<file path="config.mk">
export PLATFORM = sky130hd
export DESIGN_NAME = mdl_ctrl
export DESIGN_NICKNAME = d
export VERILOG_FILES = /design/src/hw/rtl/mdl_pkg.sv /design/src/hw/rtl/mdl_ctrl.sv
export SDC_FILE = /design/constraint.sdc
export NUM_CORES = 1
export LEC_CHECK = 0
export ABC_AREA = 1
export ABC_CLOCK_PERIOD_IN_PS = 1500
export BUFFER_PORTS_ARGS = -buffer_cell sky130_fd_sc_hd__buf_2
export CORE_AREA = 5 5 42 44
export CTS_CLUSTER_SIZE = 14
export DETAILED_ROUTE_END_ITERATION = 8
export DIE_AREA = 0 0 47 49
export PLACE_DENSITY = 0.54
export SLEW_MARGIN = 30
export SYNTH_ARGS = -nofsm -noshare
export SYNTH_HDL_FRONTEND = slang
export SYNTH_SLANG_ARGS = --single-unit
</file>
<file path="constraint.sdc">
create_clock -name clock -period 1.5 [get_ports clock]
set_input_delay 0.3 -clock clock [delete_from_list [all_inputs] [get_ports clock]]
set_output_delay 0.3 -clock clock [all_outputs]
set_load 0.02 [all_outputs]
</file>
<file path="src/hw/rtl/mdl_pkg.sv">
// package for the modulated delay line
// shared constants, control word types and register indexes; no dependencies
package mdl_pkg;

   // default sizes
   localparam int BUFFER_DEF         = 4096;
   localparam int CHANNELS_DEF       = 2;
   localparam int SAMPLE_BITS_DEF    = 24;
   localparam int SINE_ROM_DEPTH_DEF = 1024;

   // register fields
   localparam int DEPTH_W    = 12;
   localparam int STEP_W     = 32;
   localparam int PHASE_W    = 32;
   localparam int CSR_IDX_W  = 2;
   localparam int CSR_DATA_W = 32;

   // sine magnitude, q1.23 without sign
   localparam int SINE_W = 23;
   localparam logic [63:0] PI_HALF_Q30 = 64'd1686629713;

   // register indexes
   localparam logic [CSR_IDX_W-1:0] CSR_DEPTH    = 2'd0;
   localparam logic [CSR_IDX_W-1:0] CSR_PREDELAY = 2'd1;
   localparam logic [CSR_IDX_W-1:0] CSR_STEP     = 2'd2;

   // controller to datapath commands
   typedef struct packed {
      logic accept;
      logic rom_rd;
      logic mul;
      logic dly_wr;
      logic rd1;
      logic rd2;
      logic mix_load;
   } mdl_cmd_type;

   // datapath to controller status
   typedef struct packed {
      logic out_free;
   } mdl_status_type;

endpackage

</file>
<file path="src/hw/rtl/mdl_ctrl.sv">
// sequencer for the modulated delay line
// walks one word through the datapath steps; uses mdl_pkg
module mdl_ctrl
   import mdl_pkg::*;
(
   input  logic           clock,
   input  logic           reset,
   input  logic           req_tvalid,
   output logic           req_tready,
   input  mdl_status_type status,
   output mdl_cmd_type    cmd
);

   typedef enum logic [6:0] {
      ST_IDLE  = 7'b0000001,
      ST_SINE  = 7'b0000010,
      ST_DEPTH = 7'b0000100,
      ST_DELAY = 7'b0001000,
      ST_ADDR  = 7'b0010000,
      ST_READ2 = 7'b0100000,
      ST_MIX   = 7'b1000000
   } mdl_state_type;

   mdl_state_type state_ff;
   mdl_state_type state_in;

   // next state and commands
   always_comb begin
      state_in = state_ff;
      cmd      = '0;
      unique case (state_ff)
         ST_IDLE: begin
            if (req_tvalid) begin
               cmd.accept = 1'b1;
               state_in   = ST_SINE;
            end
         end
         ST_SINE: begin
            cmd.rom_rd = 1'b1;
            state_in   = ST_DEPTH;
         end
         ST_DEPTH: begin
            cmd.mul  = 1'b1;
            state_in = ST_DELAY;
         end
         ST_DELAY: begin
            cmd.dly_wr = 1'b1;
            state_in   = ST_ADDR;
         end
         ST_ADDR: begin
            cmd.rd1  = 1'b1;
            state_in = ST_READ2;
         end
         ST_READ2: begin
            cmd.rd2  = 1'b1;
            state_in = ST_MIX;
         end
         ST_MIX: begin
            if (status.out_free) begin
               cmd.mix_load = 1'b1;
               state_in     = ST_IDLE;
            end
         end
         default: begin
            state_in = ST_IDLE;
         end
      endcase
   end

   always_ff @(posedge clock) begin
      if (reset) begin
         state_ff <= ST_IDLE;
      end else begin
         state_ff <= state_in;
      end
   end

   assign req_tready = (state_ff == ST_IDLE);

endmodule

</file>
## Word level (Yosys, flattened, before mapping)

Index checks and enable logic that the tools add are counted.

- Mux-type cells: 12
- Eq/ne operators: 9
- Reduce and logical (&&, ||, !) cells: 1

Operators with widths:

| cell | count |
|---|---|
| case mux 7 bit (7 select lines) | 1 |
| two-way mux 7 bit | 2 |
| two-way mux 1 bit | 9 |
| equality test 7 x 1 -> 1 bit (second input constant) | 1 |
| equality test 7 x 2 -> 1 bit (second input constant) | 1 |
| equality test 7 x 3 -> 1 bit (second input constant) | 1 |
| equality test 7 x 4 -> 1 bit (second input constant) | 1 |
| equality test 7 x 5 -> 1 bit (second input constant) | 1 |
| equality test 7 x 6 -> 1 bit (second input constant) | 1 |
| equality test 7 bit (second input constant) | 1 |
| inequality test 2 bit (second input constant) | 2 |
| AND reduction 2 bit | 1 |

- Logic and storage cells: 23
- Output and inout port bits: 8
- Bits of input ports: 4
- Register bits: 7

## Logic depth before layout (Yosys ltp)

Gate-level depths: netlist of run 1.

- Depth after elaboration: 3
- Mapped depth: 8
- Depth with buffers taken out: 8

## Worst setup path after synthesis of run 1

No wires, ideal clock.

- Path type: reg-to-output
- From: reg state_ff[5]
- To: out cmd[6] (netlist name)
- Arrival time: 936 ps
- Required time: 1200 ps
- Stages on the path, launching flop included: 6
- Slack: 264 ps
- Cells stage by stage: dfxtp_1 inv_2 nand2_4 nor2_4 nand2_1 nor2_1

RTL lines:

| element | line | text |
|---|---|---|
| start, declared | mdl_ctrl.sv:24 | `mdl_state_type state_ff;` |
| start signal, assigned | mdl_ctrl.sv:74 | `state_ff <= state_in;` |
| end, declared | mdl_ctrl.sv:11 | `output mdl_cmd_type cmd` |

==> results.tsv, run 1 <==
stage	metric	value	unit
power	pwr-share-seq	41.2	%
power	p_sw	0.000136	W
logic_synthesis	synth_fp_nets	68	
global_route	grt_usage	8.03	%
job	drv_cap	0	
layout	fillers	153	
setup_path	critPathArrivalTime	1170	ps
logic_synthesis	synth_top_family_by_area	simple AND/OR/NAND/NOR gates	
power	combPwrFrac	23.3	%
placement	portBuffers	11	
setup_path	critical_path.max_stage_delay	320	ps
setup_path	critPathCaptureType	output pin	
global_route	overflow	0	
power	leakage	0.327	nW
clock_tree	cts_buffers	3	
routing	drc	0	
power	swShare	28.6	%
timing	timing.hold.ws	313	ps
setup_path	path_buf_inv	3	
logic_synthesis	synth_fa_ha_area_share	0	%
logic_synthesis	synth-simple-area-share	48.3	%
layout	fin_util	39.6	%
logic_synthesis	synth_warnings	0	
layout	regArea	141	um^2
layout	nNetsFinal	86	
clock_tree	cts_root_buf	clkbuf_4	
setup_path	r2r_slack	390	ps
timing	rsz0062_at_grt	true	
power	peakVddDrop	0.417	mV
placement	gp_congestion	0.706	
timing	fmax	681	MHz
layout	area_delta_synth_final	37.5	%
routing	vias_per_cell	4.27	
floorplanning	ios	12	
logic_synthesis	yosysSeqAreaShare	34.7	%
setup_path	start_kind	flip-flop	
hold_path	hold_path.class	input pin to flip-flop	
setup_path	required	1200	ps
layout	final_common_cell	nand2_1	
setup_path	critPathSlowestCell	dfxtp_2	
layout	largest_registers	state_ff: 7 flops	
timing	setup_viol	0	
logic_synthesis	avgSynthCellArea	6.31	um^2
routing	drtIter0Drc	6	
global_route	grt_max_degree	8	
placement	dpl_worst_slack	249	ps
clock_tree	cts_tree	yes	
timing	worstMarginPinSlew	207	ps
logic_synthesis	yosys_register_bits	7	
floorplanning	core_area	1400	um^2
timing	fin_crit	1470	ps
setup_path	critPathMaxFanout	5	
routing	vias	414	
floorplanning	die-width	47	um
logic_synthesis	synth-xor-area-share	0	%
routing	drt-wirelength-per-cell	8.85	um
timing	setup_tns	0	ps
logic_synthesis	syn_inst	64	
power	intPower	0.000341	W
layout	diodes	0	
clock_tree	htree_levels	1	
floorplanning	start_util	28.8	%
setup_path	worstPathCellList	inv_2 -> nand2_4 -> nor2_4 -> nand2_1 -> inv_1 -> buf_2	
layout	final_cell_mix	11 x nand2_1, 9 x inv_1, 8 x inv_2, 8 x nor2_1, 7 x buf_2	
floorplanning	row_count	14	
timing	setup_slack	31.2	ps
layout	largest_reg_flops	7	
logic_synthesis	syn-cell-area	404	um^2
placement	dp_hpwl	667	um
clock_tree	cts_sinks	7	
power	p_per_area	859	nW/um^2
logic_synthesis	synth.area.mux_share	0	%
routing	drt_pass1_iterations	5	
global_route	antenna_found_initial	0	
setup_path	critPathTopFamily	flip-flops	
timing	skew	2.74	ps
clock_tree	clk_pin_slew	50	ps
layout	multi_input_area	213	um^2
logic_synthesis	yosysUniqueCellTypes	13	
layout	regMostFlops	state_ff	
clock_tree	cts-hold-fix-buffers	0	
floorplanning	fp.dieH	49	um
clock_tree	cts_buffer_depth	2	
routing	ant_nets	0	
power	p_total	0.000477	W
routing	wl	858	um
floorplanning	die-area	2300	um^2
clock_tree	clk_latency	250	ps
layout	layout-drive-gt1-share	45.7	%
timing	maxSlewViolCount	0	
logic_synthesis	synth-compound-area-share	1.24	%
timing	period_share	97.9	%
timing	slew_headroom	86.1	%
global_route	grt_pass1_vias	366	
setup_path	crit_type	flip-flop to output pin	
outcome	status	finished, final reports clean	
timing	hold_viol	0	
global_route	grt_pass1_wl	1.35	mm
power	p_clk_share	35.5	%
==> path summary, 6_finish.rpt <==
path | startpoint | end | cells after the start
max | state_ff[4]$_SDFFE_PP0P_ | cmd[5] | 6
min | reset | state_ff[4]$_SDFFE_PP0P_ | 2
max reg2reg | state_ff[4]$_SDFFE_PP0P_ | state_ff[0]$_SDFFE_PP1P_ | 9
min reg2reg | state_ff[5]$_SDFFE_PP0P_ | state_ff[5]$_SDFFE_PP0P_ | 3
==> synth_stat cells <==
library cell	n	area (um^2)
nand4_1	1	6.26
inv_1	10	37.5
nor2_2	1	6.26
a21oi_1	1	5.00
dfxtp_1	7	140
nand3_1	3	15.0
nand2_4	1	11.3
nand2_2	2	12.5
nand2_1	14	52.6
nor3_1	4	20.0
inv_2	7	26.3
nor2_1	10	37.5
nor2_4	3	33.8
==> power groups by stage <==
stage / sequential, W / clock, W / combinational, W
2_1_floorplan: 0.000200 / 0 / 0.0000621
3_3_place_gp: 0.000200 / 0 / 0.0000850
3_5_place_dp: 0.000200 / 0 / 0.0000848
4_1_cts: 0.000196 / 0.000172 / 0.0000911
5_1_grt: 0.000198 / 0.000180 / 0.000125
6_report: 0.000197 / 0.000169 / 0.000111
==> final cells by class <==
class	count	area share [%]
Clock buffer	4	4.73
Sequential cell	7	25.5
Timing Repair Buffer	13	16.4
Inverter	17	11.5
Multi-Input combinational cell	40	38.3
Tap cell	16	3.60
==> logic make-up after synthesis <==
kind of cell	after synthesis
buf+inv	17
flops	7
compound gates	1
simple gates	39
==> metrics by stage <==
| stage | cells | instance area, um^2 |
|---|---|---|
| 3_3_place_gp | 91 | 479 |
| 4_1_cts | 95 | 513 |
| 5_1_grt | 97 | 556 |
| 2_1_floorplan | 64 | 404 |
| 3_5_place_dp | 91 | 479 |
| 6_report | 97 | 556 |
==> timing repair <==
action | 4_1_cts | 5_1_grt
setup buffers | 0 | 2
gates resized for setup | 3 | 11
pin swaps | 0 | 1
endpoints found under the setup margin | 1 | 8
==> metal layers <==
layer	up-vias	track usage, %	routed length, um
met1	175	9.69	389
met4	0	5.53	17
met5	-	0	0
met3	2	2.58	61
met2	16	11.5	389
li1	221	-	-
Note: power is estimated with default switching activity, not from simulation.
==> run 2: changes to the inputs <==
==> constraint.sdc (replaced) <==
create_clock -name clock -period 1.5 [get_ports clock]
set_input_delay 0.15 -clock clock [delete_from_list [all_inputs] [get_ports clock]]
set_output_delay 0.15 -clock clock [all_outputs]
set_load 0.02 [all_outputs]
==> run 2 against run 1 <==
Wire length down 6.6%; largest cell class unchanged; maximum frequency up 8.1%; clock-buffer cell count unchanged; first-iteration DRC count up 17%; clock power about the same; largest power group unchanged; critical endpoint is now cmd[6]; total power down 6.5%.
==> results.tsv, run 2 (synthesis gave the netlist of run 1 again) <==
stage	metric	value	unit	change
layout	layout-drive-gt1-share	35.4	%	-10 points
global_route	grt_pass1_vias	364		-0.55%
floorplanning	row_count	14		unchanged
floorplanning	die-area	2300	um^2	unchanged
timing	slew_headroom	86.0	%	about the same
layout	largest_registers	state_ff: 7 flops		
global_route	overflow	0		unchanged
setup_path	start_kind	flip-flop		
floorplanning	ios	12		unchanged
routing	vias_per_cell	4.11		-3.8%
placement	portBuffers	11		unchanged
clock_tree	cts_buffers	3		unchanged
global_route	grt_usage	7.96	%	-0.070 points
timing	hold_viol	0		unchanged
global_route	antenna_found_initial	0		unchanged
floorplanning	fp.dieH	49	um	unchanged
routing	ant_nets	0		unchanged
layout	largest_reg_flops	7		unchanged
hold_path	hold_end	state_ff[4]$_SDFFE_PP0P_		
layout	fin_util	36.1	%	-3.6 points
setup_path	required	1350	ps	+150 ps
layout	final_cell_mix	14 x nand2_1, 11 x buf_2, 10 x nor2_1, 10 x inv_1		
timing	maxSlewViolCount	0		unchanged
clock_tree	cts_resized	0		-3
layout	regMostFlops	state_ff		
hold_path	hold_path_depth	2		unchanged
layout	nNetsFinal	84		-2.3%
clock_tree	cts_sinks	7		unchanged
power	peakVddDrop	0.399	mV	-4.3%
setup_path	worstPathCellList	inv_2 -> nand2_2 -> nor2_1 -> nand2_1 -> nor2_1 -> buf_2		
setup_path	reg2reg_from	state_ff[6]$_SDFFE_PP0P_		
clock_tree	clk_latency	250	ps	about the same
clock_tree	cts_root_buf	clkbuf_4		
power	leakage	0.313	nW	-4.3%
clock_tree	cts-hold-fix-buffers	0		unchanged
setup_path	ff2ff_path_depth	7		-2
routing	drt-wirelength-per-cell	8.43	um	-4.7%
routing	drt_pass1_iterations	4		-1
setup_path	critPathMaxFanout	4		-1
setup_path	reg2reg_to	state_ff[0]$_SDFFE_PP1P_		
layout	fillers	161		+5.2%
job	drv_cap	0		unchanged
timing	worstMarginPinSlew	209	ps	+1.86 ps
global_route	grt_pass1_wl	1.33	mm	-1.0%
routing	wl	801	um	-6.6%
placement	dp_hpwl	667	um	unchanged
floorplanning	die-width	47	um	unchanged
clock_tree	clk_pin_slew	50	ps	about the same
routing	drtIter0Drc	7		+1
floorplanning	core_area	1400	um^2	unchanged
routing	drc	0		unchanged
timing	skew	1.85	ps	-0.887 ps
hold_path	hp-start	reset		
setup_path	crit_type	flip-flop to output pin		
setup_path	cp_common_cell	nor2_1		
setup_path	r2r_slack	460	ps	+70 ps
clock_tree	cts_buffer_depth	2		unchanged
clock_tree	post-cts-setup-buffers	0		unchanged
power	p_per_area	883	nW/um^2	+2.8%
timing	fmax	736	MHz	+8.1%
setup_path	critPathCaptureType	output pin		
outcome	status	finished, final reports clean		
routing	vias	390		-5.8%
setup_path	critical_path.max_stage_delay	320	ps	about the same
layout	final_common_cell	nand2_1		
global_route	grt_max_degree	8		unchanged
timing	rsz0062_at_grt	false		
timing	setup_tns	0	ps	unchanged
setup_path	critPathArrivalTime	1210	ps	+40 ps
layout	diodes	0		unchanged
hold_path	hold_path.class	input pin to flip-flop		
placement	gp_congestion	0.706		about the same
clock_tree	cts_tree	yes		
timing	fin_crit	1360	ps	-110 ps
timing	setup_viol	0		unchanged
floorplanning	start_util	28.8	%	unchanged
setup_path	critPathSlowestCell	dfxtp_1		
clock_tree	htree_levels	1		unchanged
layout	area_delta_synth_final	25.1	%	
timing	period_share	90.6	%	-7.3 points
-- run 2: critical path: cells and delay by family, from the launching register on --
kind | cells | cell delay [ps]
buffers and inverters | 2 | 230
flip-flops | 1 | 320
AND/OR/NAND/NOR | 4 | 420
-- run 2: power breakdown --
group / switching [W] / leakage, nW / total (W) / internal (W)
combinational: 0.0000552 / 0.241 / 0.0000835 / 0.0000283
sequential: 0.00000335 / 0.0569 / 0.000196 / 0.000193
clock: 0.0000654 / 0.0150 / 0.000167 / 0.000101
-- run 2: per-layer routing --
layer	track usage [%]	up-vias	share of wire (%)
met5	0	-	0
met1	9.47	159	47
met2	11.5	12	42
li1	-	217	-
met4	5.53	0	2.1
met3	2.58	2	8.7
-- run 2: cell type report --
cell class | instances | area (um^2) | area share (%)
sequential | 7 | 140 | 27.7
tap | 16 | 20.0 | 3.96
multi-input combinational | 40 | 200 | 39.6
clock buffer | 4 | 26.3 | 5.20
timing repair buffer | 11 | 55.1 | 10.9
inverter | 17 | 63.8 | 12.6
-- run 2: per-stage QoR --
stage               hold slack [ps]  setup WS (ps)  std cells  cell area [um^2]  power [W]
global placement                421            416         91               479   0.000285
floorplan                       219            414         64               404   0.000262
detailed placement              421            399         91               479   0.000285
finish                          167            141         95               505   0.000446
CTS                             165            122         95               505   0.000453
global route                    178           11.3         95               505   0.000475
-- run 2: how the worst max path moves through the flow --
| stage | slack (ps) | from | endpoint | cells after the start |
|---|---|---|---|---|
| after floorplan | 410 | state_ff[5]$_SDFFE_PP0P_ | cmd[6] | 5 |
| after global placement | 420 | state_ff[4]$_SDFFE_PP0P_ | cmd[6] | 6 |
| after detailed placement | 400 | state_ff[2]$_SDFFE_PP0P_ | cmd[6] | 6 |
| after CTS | 120 | state_ff[2]$_SDFFE_PP0P_ | cmd[6] | 6 |
| after global routing | 10 | state_ff[2]$_SDFFE_PP0P_ | cmd[6] | 6 |
| final | 140 | state_ff[2]$_SDFFE_PP0P_ | cmd[6] | 6 |
